### src/design/ole_pkg.sv
// ole_pkg: shared types and codes for the ordered list engine.
// Used by ole_cell, ole_cell_row and ordered_list_engine. No dependencies.
`timescale 1ns / 1ps

package ole_pkg;

   typedef logic signed [31:0] value_type;

   // request modes
   typedef enum logic [2:0] {
      MODE_ADD_FRONT = 3'd0,
      MODE_ADD_END   = 3'd1,
      MODE_ADD_POS   = 3'd2,
      MODE_REM_FRONT = 3'd3,
      MODE_REM_END   = 3'd4,
      MODE_REM_POS   = 3'd5,
      MODE_SEARCH    = 3'd6,
      MODE_CLEAR     = 3'd7
   } mode_type;

   // result status
   typedef enum logic [1:0] {
      STAT_OK   = 2'd0,
      STAT_BAD  = 2'd1,
      STAT_FULL = 2'd2
   } status_type;

   // operation broadcast to every cell of the row
   typedef enum logic [2:0] {
      CELL_HOLD        = 3'd0,
      CELL_INSERT      = 3'd1,
      CELL_REMOVE      = 3'd2,
      CELL_MATCH_LOAD  = 3'd3,
      CELL_MATCH_SHIFT = 3'd4
   } cell_op_type;

   typedef struct packed {
      cell_op_type op;
      value_type   value;   // insert value or search key
   } cell_cmd_type;

endpackage

### src/design/ordered_list_engine.sv
// ordered_list_engine: top level, request sequencer and result register.
// Depends on ole_pkg and ole_cell_row.
`timescale 1ns / 1ps

// An ordered list of up to CAPACITY signed 32-bit values held in a row of
// cells, one entry per cell, index 0 at the head. Inserts shift the cells
// at and behind the position one place toward the tail, removes shift them
// one place toward the head, both at once across the whole row.
// Requests are handled one at a time: accept, execute, optional search
// scan, then finish (tail read and result load). The next request is
// accepted only once the finish step has loaded the result register. A
// search adds a scan step in which the per-cell match flags are shifted
// toward the head one place a cycle until the first match reaches cell 0
// or the scan passes the last entry. A new request is accepted while the
// previous result still waits in the output register; the finish step
// waits only if that register is full and stalled. Entries are not
// cleared at reset (only the count is) and no entry at or beyond the
// count is ever reported.

module ordered_list_engine
   import ole_pkg::*;
#(
   parameter int CAPACITY = 16
) (
   input  logic               clock,
   input  logic               reset,

   input  logic               req_valid,
   output logic               req_stall,
   input  logic [2:0]         req_mode,
   input  logic signed [31:0] req_value,
   input  logic [4:0]         req_position,

   output logic               rsp_valid,
   input  logic               rsp_stall,
   output logic [1:0]         rsp_status,
   output logic signed [31:0] rsp_removed_value,
   output logic               rsp_removed_valid,
   output logic               rsp_found,
   output logic [3:0]         rsp_found_index,
   output logic [4:0]         rsp_item_count,
   output logic               rsp_list_empty,
   output logic signed [31:0] rsp_head_value,
   output logic signed [31:0] rsp_tail_value
);

   localparam int CNT_W = $clog2(CAPACITY + 1);
   localparam int IDX_W = $clog2(CAPACITY);
   // address width covers both the count and the 5-bit position field
   localparam int AW    = (CNT_W > 5) ? CNT_W : 5;
   localparam logic [CNT_W-1:0] CapCount = CNT_W'(CAPACITY);

   typedef enum logic [3:0] {
      ST_IDLE = 4'b0001,
      ST_EXEC = 4'b0010,
      ST_SCAN = 4'b0100,
      ST_FIN  = 4'b1000
   } state_type;

   state_type        state_ff, state_in;
   mode_type         mode_ff;
   value_type        key_ff;
   logic [4:0]       pos_ff;
   logic [CNT_W-1:0] count_ff, count_in;

   // per-request working results
   status_type       status_ff, status_in;
   logic             took_ff, took_in;
   value_type        taken_ff, taken_in;
   logic             found_ff, found_in;
   logic [AW-1:0]    scan_idx_ff, scan_idx_in;

   // output register
   logic             rsp_valid_ff, rsp_valid_in;
   status_type       rsp_status_ff;
   value_type        rsp_removed_value_ff;
   logic             rsp_removed_valid_ff;
   logic             rsp_found_ff;
   logic [3:0]       rsp_found_index_ff;
   logic [4:0]       rsp_item_count_ff;
   logic             rsp_list_empty_ff;
   value_type        rsp_head_value_ff;
   value_type        rsp_tail_value_ff;
   logic             rsp_load;

   // cell row interface
   cell_cmd_type     cmd;
   logic [AW-1:0]    op_addr;
   logic [AW-1:0]    cnt_ext;
   logic [AW-1:0]    last_addr;
   logic [IDX_W-1:0] rd_addr;
   value_type        rd_data;
   value_type        head_data;
   logic             head_match;

   logic             ins_bad, ins_full, rem_bad;
   logic             req_accept;

   assign req_stall  = (state_ff != ST_IDLE);
   assign req_accept = req_valid && !req_stall;

   assign cnt_ext   = AW'(count_ff);
   assign last_addr = cnt_ext - AW'(1);

   // target index of the request
   always_comb begin
      unique case (mode_ff)
         MODE_ADD_FRONT: op_addr = '0;
         MODE_ADD_END:   op_addr = cnt_ext;
         MODE_ADD_POS:   op_addr = AW'(pos_ff);
         MODE_REM_FRONT: op_addr = '0;
         MODE_REM_END:   op_addr = last_addr;
         MODE_REM_POS:   op_addr = AW'(pos_ff);
         MODE_SEARCH:    op_addr = '0;
         MODE_CLEAR:     op_addr = '0;
      endcase
   end

   // position check comes before the full check on insert
   assign ins_bad  = (op_addr > cnt_ext);
   assign ins_full = (count_ff >= CapCount);
   assign rem_bad  = (count_ff == '0) || (op_addr >= cnt_ext);

   // execute reads the target entry (removed value), finish reads the tail
   assign rd_addr = (state_ff == ST_FIN) ? last_addr[IDX_W-1:0] : op_addr[IDX_W-1:0];

   always_comb begin
      state_in    = state_ff;
      count_in    = count_ff;
      status_in   = status_ff;
      took_in     = took_ff;
      taken_in    = taken_ff;
      found_in    = found_ff;
      scan_idx_in = scan_idx_ff;
      cmd.op      = CELL_HOLD;
      cmd.value   = key_ff;
      rsp_load    = 1'b0;

      unique case (state_ff)
         ST_IDLE: begin
            if (req_accept) begin
               state_in = ST_EXEC;
            end
         end

         ST_EXEC: begin
            status_in   = STAT_OK;
            took_in     = 1'b0;
            taken_in    = rd_data;
            found_in    = 1'b0;
            scan_idx_in = '0;
            state_in    = ST_FIN;
            unique case (mode_ff) inside
               MODE_ADD_FRONT, MODE_ADD_END, MODE_ADD_POS: begin
                  if (ins_bad) begin
                     status_in = STAT_BAD;
                  end else if (ins_full) begin
                     status_in = STAT_FULL;
                  end else begin
                     cmd.op   = CELL_INSERT;
                     count_in = count_ff + CNT_W'(1);
                  end
               end
               MODE_REM_FRONT, MODE_REM_END, MODE_REM_POS: begin
                  if (rem_bad) begin
                     status_in = STAT_BAD;
                  end else begin
                     cmd.op   = CELL_REMOVE;
                     took_in  = 1'b1;
                     count_in = count_ff - CNT_W'(1);
                  end
               end
               MODE_SEARCH: begin
                  if (count_ff != '0) begin
                     cmd.op   = CELL_MATCH_LOAD;
                     state_in = ST_SCAN;
                  end
               end
               MODE_CLEAR: begin
                  count_in = '0;
               end
            endcase
         end

         ST_SCAN: begin
            // first match arrives at cell 0 after scan_idx shifts
            if (head_match) begin
               found_in = 1'b1;
               state_in = ST_FIN;
            end else if (scan_idx_ff + AW'(1) >= cnt_ext) begin
               state_in = ST_FIN;
            end else begin
               cmd.op      = CELL_MATCH_SHIFT;
               scan_idx_in = scan_idx_ff + AW'(1);
            end
         end

         ST_FIN: begin
            if (!rsp_valid_ff || !rsp_stall) begin
               rsp_load = 1'b1;
               state_in = ST_IDLE;
            end
         end

         default: state_in = ST_IDLE;
      endcase
   end

   assign rsp_valid_in = rsp_load || (rsp_valid_ff && rsp_stall);

   always_ff @(posedge clock) begin
      if (reset) begin
         state_ff     <= ST_IDLE;
         count_ff     <= '0;
         rsp_valid_ff <= 1'b0;
      end else begin
         state_ff     <= state_in;
         count_ff     <= count_in;
         rsp_valid_ff <= rsp_valid_in;
      end
   end

   always_ff @(posedge clock) begin
      if (req_accept) begin
         mode_ff <= mode_type'(req_mode);
         key_ff  <= req_value;
         pos_ff  <= req_position;
      end
      status_ff   <= status_in;
      took_ff     <= took_in;
      taken_ff    <= taken_in;
      found_ff    <= found_in;
      scan_idx_ff <= scan_idx_in;
      if (rsp_load) begin
         rsp_status_ff        <= status_ff;
         rsp_removed_value_ff <= took_ff ? taken_ff : '0;
         rsp_removed_valid_ff <= took_ff;
         rsp_found_ff         <= found_ff;
         rsp_found_index_ff   <= found_ff ? scan_idx_ff[3:0] : 4'd0;
         rsp_item_count_ff    <= cnt_ext[4:0];
         rsp_list_empty_ff    <= (count_ff == '0);
         rsp_head_value_ff    <= (count_ff == '0) ? '0 : head_data;
         rsp_tail_value_ff    <= (count_ff == '0) ? '0 : rd_data;
      end
   end

   ole_cell_row #(
      .CAPACITY (CAPACITY),
      .AW       (AW),
      .IDX_W    (IDX_W)
   ) u_row (
      .clock      (clock),
      .reset      (reset),
      .cmd        (cmd),
      .addr       (op_addr),
      .count      (cnt_ext),
      .rd_addr    (rd_addr),
      .rd_data    (rd_data),
      .head_data  (head_data),
      .head_match (head_match)
   );

   assign rsp_valid         = rsp_valid_ff;
   assign rsp_status        = rsp_status_ff;
   assign rsp_removed_value = rsp_removed_value_ff;
   assign rsp_removed_valid = rsp_removed_valid_ff;
   assign rsp_found         = rsp_found_ff;
   assign rsp_found_index   = rsp_found_index_ff;
   assign rsp_item_count    = rsp_item_count_ff;
   assign rsp_list_empty    = rsp_list_empty_ff;
   assign rsp_head_value    = rsp_head_value_ff;
   assign rsp_tail_value    = rsp_tail_value_ff;

`ifndef ASSERT_OFF
   a_count_cap: assert property (@(posedge clock) disable iff (reset)
      count_ff <= CapCount)
      else $error("entry count above capacity");

   a_count_step: assert property (@(posedge clock) disable iff (reset)
      (state_ff == ST_EXEC) |=> (count_ff == $past(count_ff) ||
                                 count_ff == $past(count_ff) + CNT_W'(1) ||
                                 count_ff == $past(count_ff) - CNT_W'(1) ||
                                 count_ff == '0))
      else $error("count moved by more than one entry");

   a_empty_zero: assert property (@(posedge clock) disable iff (reset)
      (rsp_valid_ff && rsp_list_empty_ff) |->
         (rsp_head_value_ff == '0 && rsp_tail_value_ff == '0))
      else $error("empty list reports nonzero head or tail");

   a_removed_ok: assert property (@(posedge clock) disable iff (reset)
      (rsp_valid_ff && rsp_removed_valid_ff) |->
         (rsp_status_ff == STAT_OK && !rsp_found_ff))
      else $error("removed value with bad status or search hit");
`endif

endmodule

### src/design/ole_cell.sv
// ole_cell: one list entry plus its search match flag.
// Depends on ole_pkg; instantiated by ole_cell_row.
`timescale 1ns / 1ps

module ole_cell
   import ole_pkg::*;
#(
   parameter int INDEX = 0,
   parameter int AW    = 5
) (
   input  logic         clock,
   input  logic         reset,
   input  cell_cmd_type cmd,
   input  logic [AW-1:0] addr,
   input  logic [AW-1:0] count,
   input  value_type    prev_value,
   input  value_type    next_value,
   input  logic         next_match,
   output value_type    value_out,
   output logic         match_out
);

   localparam logic [AW-1:0] MyIdx = AW'(INDEX);

   value_type value_ff, value_in;
   logic      match_ff, match_in;

   always_comb begin
      value_in = value_ff;
      match_in = match_ff;
      case (cmd.op)
         CELL_INSERT: begin
            if (MyIdx == addr) begin
               value_in = cmd.value;
            end else if (MyIdx > addr) begin
               value_in = prev_value;
            end
         end
         CELL_REMOVE: begin
            if (MyIdx >= addr) begin
               value_in = next_value;
            end
         end
         CELL_MATCH_LOAD:  match_in = (MyIdx < count) && (value_ff == cmd.value);
         CELL_MATCH_SHIFT: match_in = next_match;
         default: ;
      endcase
   end

   always_ff @(posedge clock) begin
      if (reset) begin
         match_ff <= 1'b0;
      end else begin
         match_ff <= match_in;
      end
   end

   always_ff @(posedge clock) begin
      value_ff <= value_in;
   end

   assign value_out = value_ff;
   assign match_out = match_ff;

endmodule

### src/design/ole_cell_row.sv
// ole_cell_row: chain of ole_cell instances with one indexed read port.
// Depends on ole_pkg and ole_cell; instantiated by ordered_list_engine.
`timescale 1ns / 1ps

module ole_cell_row
   import ole_pkg::*;
#(
   parameter int CAPACITY = 16,
   parameter int AW       = 5,
   parameter int IDX_W    = 4
) (
   input  logic            clock,
   input  logic            reset,
   input  cell_cmd_type    cmd,
   input  logic [AW-1:0]   addr,
   input  logic [AW-1:0]   count,
   input  logic [IDX_W-1:0] rd_addr,
   output value_type       rd_data,
   output value_type       head_data,
   output logic            head_match
);

   value_type cell_value [CAPACITY];
   logic      cell_match [CAPACITY];

   for (genvar g = 0; g < CAPACITY; g++) begin : g_cell
      value_type prev_v, next_v;
      logic      next_m;

      if (g == 0) begin : g_first
         assign prev_v = '0;
      end else begin : g_mid_prev
         assign prev_v = cell_value[g-1];
      end

      if (g == CAPACITY - 1) begin : g_last
         assign next_v = '0;
         assign next_m = 1'b0;
      end else begin : g_mid_next
         assign next_v = cell_value[g+1];
         assign next_m = cell_match[g+1];
      end

      ole_cell #(
         .INDEX (g),
         .AW    (AW)
      ) u_cell (
         .clock      (clock),
         .reset      (reset),
         .cmd        (cmd),
         .addr       (addr),
         .count      (count),
         .prev_value (prev_v),
         .next_value (next_v),
         .next_match (next_m),
         .value_out  (cell_value[g]),
         .match_out  (cell_match[g])
      );
   end

   assign rd_data    = cell_value[rd_addr];
   assign head_data  = cell_value[0];
   assign head_match = cell_match[0];

endmodule

### config.mk
export PLATFORM = sky130hd
export DESIGN_NAME = ordered_list_engine
export DESIGN_NICKNAME = d
export VERILOG_FILES = /design/src/design/ole_pkg.sv /design/src/design/ordered_list_engine.sv /design/src/design/ole_cell.sv /design/src/design/ole_cell_row.sv
export SDC_FILE = /design/constraint.sdc
export NUM_CORES = 2
export LEC_CHECK = 0
export ABC_CLOCK_PERIOD_IN_PS = 34000
export BUFFER_PORTS_ARGS = -buffer_cell sky130_fd_sc_hd__buf_2
export CAP_MARGIN = 20
export CORE_UTILIZATION = 25
export DETAILED_ROUTE_END_ITERATION = 10
export PLACE_DENSITY = 0.45
export SLEW_MARGIN = 5
export SYNTH_ARGS = -nofsm -noshare
export SYNTH_HDL_FRONTEND = slang
export SYNTH_HIERARCHICAL = 1
export SYNTH_SLANG_ARGS = --single-unit
### constraint.sdc
create_clock -name clock -period 34 [get_ports clock]
set_input_delay 6.8 -clock clock [delete_from_list [all_inputs] [get_ports clock]]
set_output_delay 6.8 -clock clock [all_outputs]
set_load 0.01 [all_outputs]
==> results.json <==
{
  "finalWirelength_microns": 186000,
  "cts_hold_buf": 0,
  "drv_slew": 0,
  "fill_cells": 18798,
  "synth_top_cell_by_area": "edfxtp_1",
  "setup_viol": 0,
  "die_h_microns": 430,
  "drt_iter0_markers": 3709,
  "grt_max_degree": 97,
  "cp-end-kind": "primary output",
  "synth_area_sq_um": 45800,
  "place_area_sq_um": 49500,
  "root_buffer": "clkbuf_16",
  "tritoncts": "built",
  "grt_antenna_before_repair": 14,
  "drive_above_1_share_pct": 17.2,
  "dieArea_sq_um": 185000,
  "postCtsSetupBuffers": 0,
  "crit_required_ps": 27200,
  "area_growth_pct": 14.7,
  "syn_inst": 3886,
  "dp_hpwl_microns": 132000,
  "hp-class": "flip-flop to flip-flop",
  "grt_pass1_vias": 32258,
  "multi_input_area_sq_um": 23100,
  "yosys_warnings": 6,
  "synth.distinct_cells": 103,
  "vdd_drop_max_mv": 0.0412,
  "synthArstFlopShare_pct": 0,
  "power_density_nw_per_um2": 57.4,
  "cts_buffers": 90,
  "vias_per_cell": 5.18,
  "cts-resized-gates": 0,
  "p_leak_uw": 0.0170,
  "core_area_sq_um": 181000,
  "io_buffers": 155,
  "row_count": 156,
  "cp.arrival_ps": 1820,
  "period_share_pct": 25.4,
  "clk_latency_ps": 710,
  "synth.area.top_cells": "edfxtp_1 46%, mux2i_1 11%, mux4_2 6.3%, xor2_1 5.2%, xnor2_1 4.7%",
  "tightest_slew_ps": 1180,
  "stdcell_area_sq_um": 52500,
  "die_x_microns": 430,
  "drtAntennaViolNets": 0,
  "relSlewSlack_pct": 20.4,
  "grt_first_pass_wirelength_microns": 259000,
  "grt_usage_pct": 19.5,
  "gp_congestion": 0.925,
  "grt_overflow": 0,
  "worstSetupPathType": "flip-flop to primary output",
  "finalSetupTns_ps": 0,
  "synth-seq-area-share_pct": 47.2,
  "firstDrtPassIters": 5,
  "start_util_pct": 25.3,
  "synth_edf_count": 703,
  "max_freq_ghz": 0.116,
  "layout_common_cells": "703 x edfxtp_1, 567 x nand2_1, 512 x mux2i_1",
  "wl_per_cell_microns": 28.4,
  "pin_count": 156,
  "avgSynthCellArea_sq_um": 11.8,
  "clk_pin_slew_ps": 60,
  "num_vias": 33940,
  "layout_commonest_cell": "edfxtp_1",
  "nNetsFinal": 4167,
  "drv_cap": 0,
  "synth_top_flop_cell": "edfxtp_1",
  "rsz0062_at_grt": "no",
  "crit_fanout": 4,
  "drcViolationCount": 0,
  "seq_area_sq_um": 21600,
  "clock_sinks": 729,
  "cp-start-kind": "flip-flop",
  "outcome": "completed",
  "fin_skew_ps": 37.8,
  "clock_path_buffers": 3,
  "min_period_ps": 8620,
  "hold_violations": 0,
  "yosysTopAreaCellShare_pct": 46.1,
  "ys_seq_elements": 729,
  "h-tree-depth": 3
}
==> stage by stage <==
step / worst slack [ps] / cells / utilization [%] / power [uW] / hold WS, ps
finish: 25380 / 6553 / 29.0 / 3020 / 430
detailed placement: 25760 / 6386 / 27.3 / 2010 / 418
CTS: 25310 / 6550 / 29.0 / 3030 / 435
global route: 25260 / 6552 / 29.0 / 3100 / 436
global placement: 25790 / 6385 / 27.3 / 2010 / 411
floorplan: 18520 / 3950 / - / 1650 / 400
==> power by group <==
| part | internal, uW | switching, uW |
|---|---|---|
| Clock | 590 | 420 |
| Combinational | 305 | 620 |
| Sequential | 1050 | 33.3 |
| Total | 1940 | 1070 |
==> cell usage after synthesis (all sizes together), types with 9 or more instances <==
cell      n
xor2    274
a21boi   10
mux2i   513
o221ai    9
nor3b    16
nand4    79
clkbuf   63
buf     141
inv      27
xnor2   244
edfxtp  703
a22oi    68
ha       13
nor4     92
nor4bb   10
nor2     41
nor2b    72
nor3     19
mux4    128
o21ai   544
nand3    16
nand2   571
nor4b     9
dfxtp    26
and2     47
a21oi    22
==> worst paths after layout <==
kind                                               start                                         endpoint  slack, ps  cells after the start
worst min register to register    status_ff[0]$_DFFE_PP_                          rsp_status[0]$_DFFE_PP_        430                      0
worst max register to register   cnt_ext[1]$_SDFFE_PP0P_  u_row/g_cell[14].u_cell/value_out[14]$_DFFE_PP_      27370                     19
worst max-delay path            state_ff[1]$_SDFFE_PP0P_                                        req_stall      25380                      3
worst min-delay path              status_ff[0]$_DFFE_PP_                          rsp_status[0]$_DFFE_PP_        430                      0
==> cell families (layout without fill, tap and decap cells) <==
logic type / after synthesis / after routing / share of synthesized area, %
other: 1 / 66 / 0.00818
buffers and inverters: 233 / 465 / 3.38
multiplexers: 644 / 644 / 17.6
AND/OR/NAND/NOR: 1018 / 1018 / 11.7
adder cells (fa/ha/maj): 13 / 13 / 0.355
flip-flops: 729 / 729 / 47.2
XOR/XNOR: 518 / 518 / 9.90
AO/OA/AOI/OAI: 730 / 730 / 9.82
==> critical path, cell delays in order (launching register included) <==
cell and delay [ps]:
dfxtp_1 340, nor4b_1 460, inv_1 160, buf_2 180
==> metal layers <==
metal  share of wire [%]  vias to the layer above  track usage [%]
met1                  45                    17294             27.7
met2                  44                     1389             29.7
li1                    -                    15024                -
met5               0.071                        -                0
met4                 2.9                       22             6.02
met3                 7.3                      211             3.61
==> registers in the layout, summed over array words and instances (netlist names), 16 cells and up <==
name and cells:
rsp_tail_value 32, u_row/g_cell.u_cell/match_out 16, rsp_removed_value 32, u_row/g_cell.u_cell/value_out 512, taken_ff 32, key_ff 32, rsp_head_value 32
==> cell type report <==
type	instances	area share, %
multi-input combinational	2988	44.1
sequential	729	41.2
tap	2370	5.64
clock buffer	108	4.54
timing repair buffer	274	3.24
clock inverter	56	1.14
inverter	27	0.198
antenna	1	0.00476
Power figures use the tool's default switching activity.
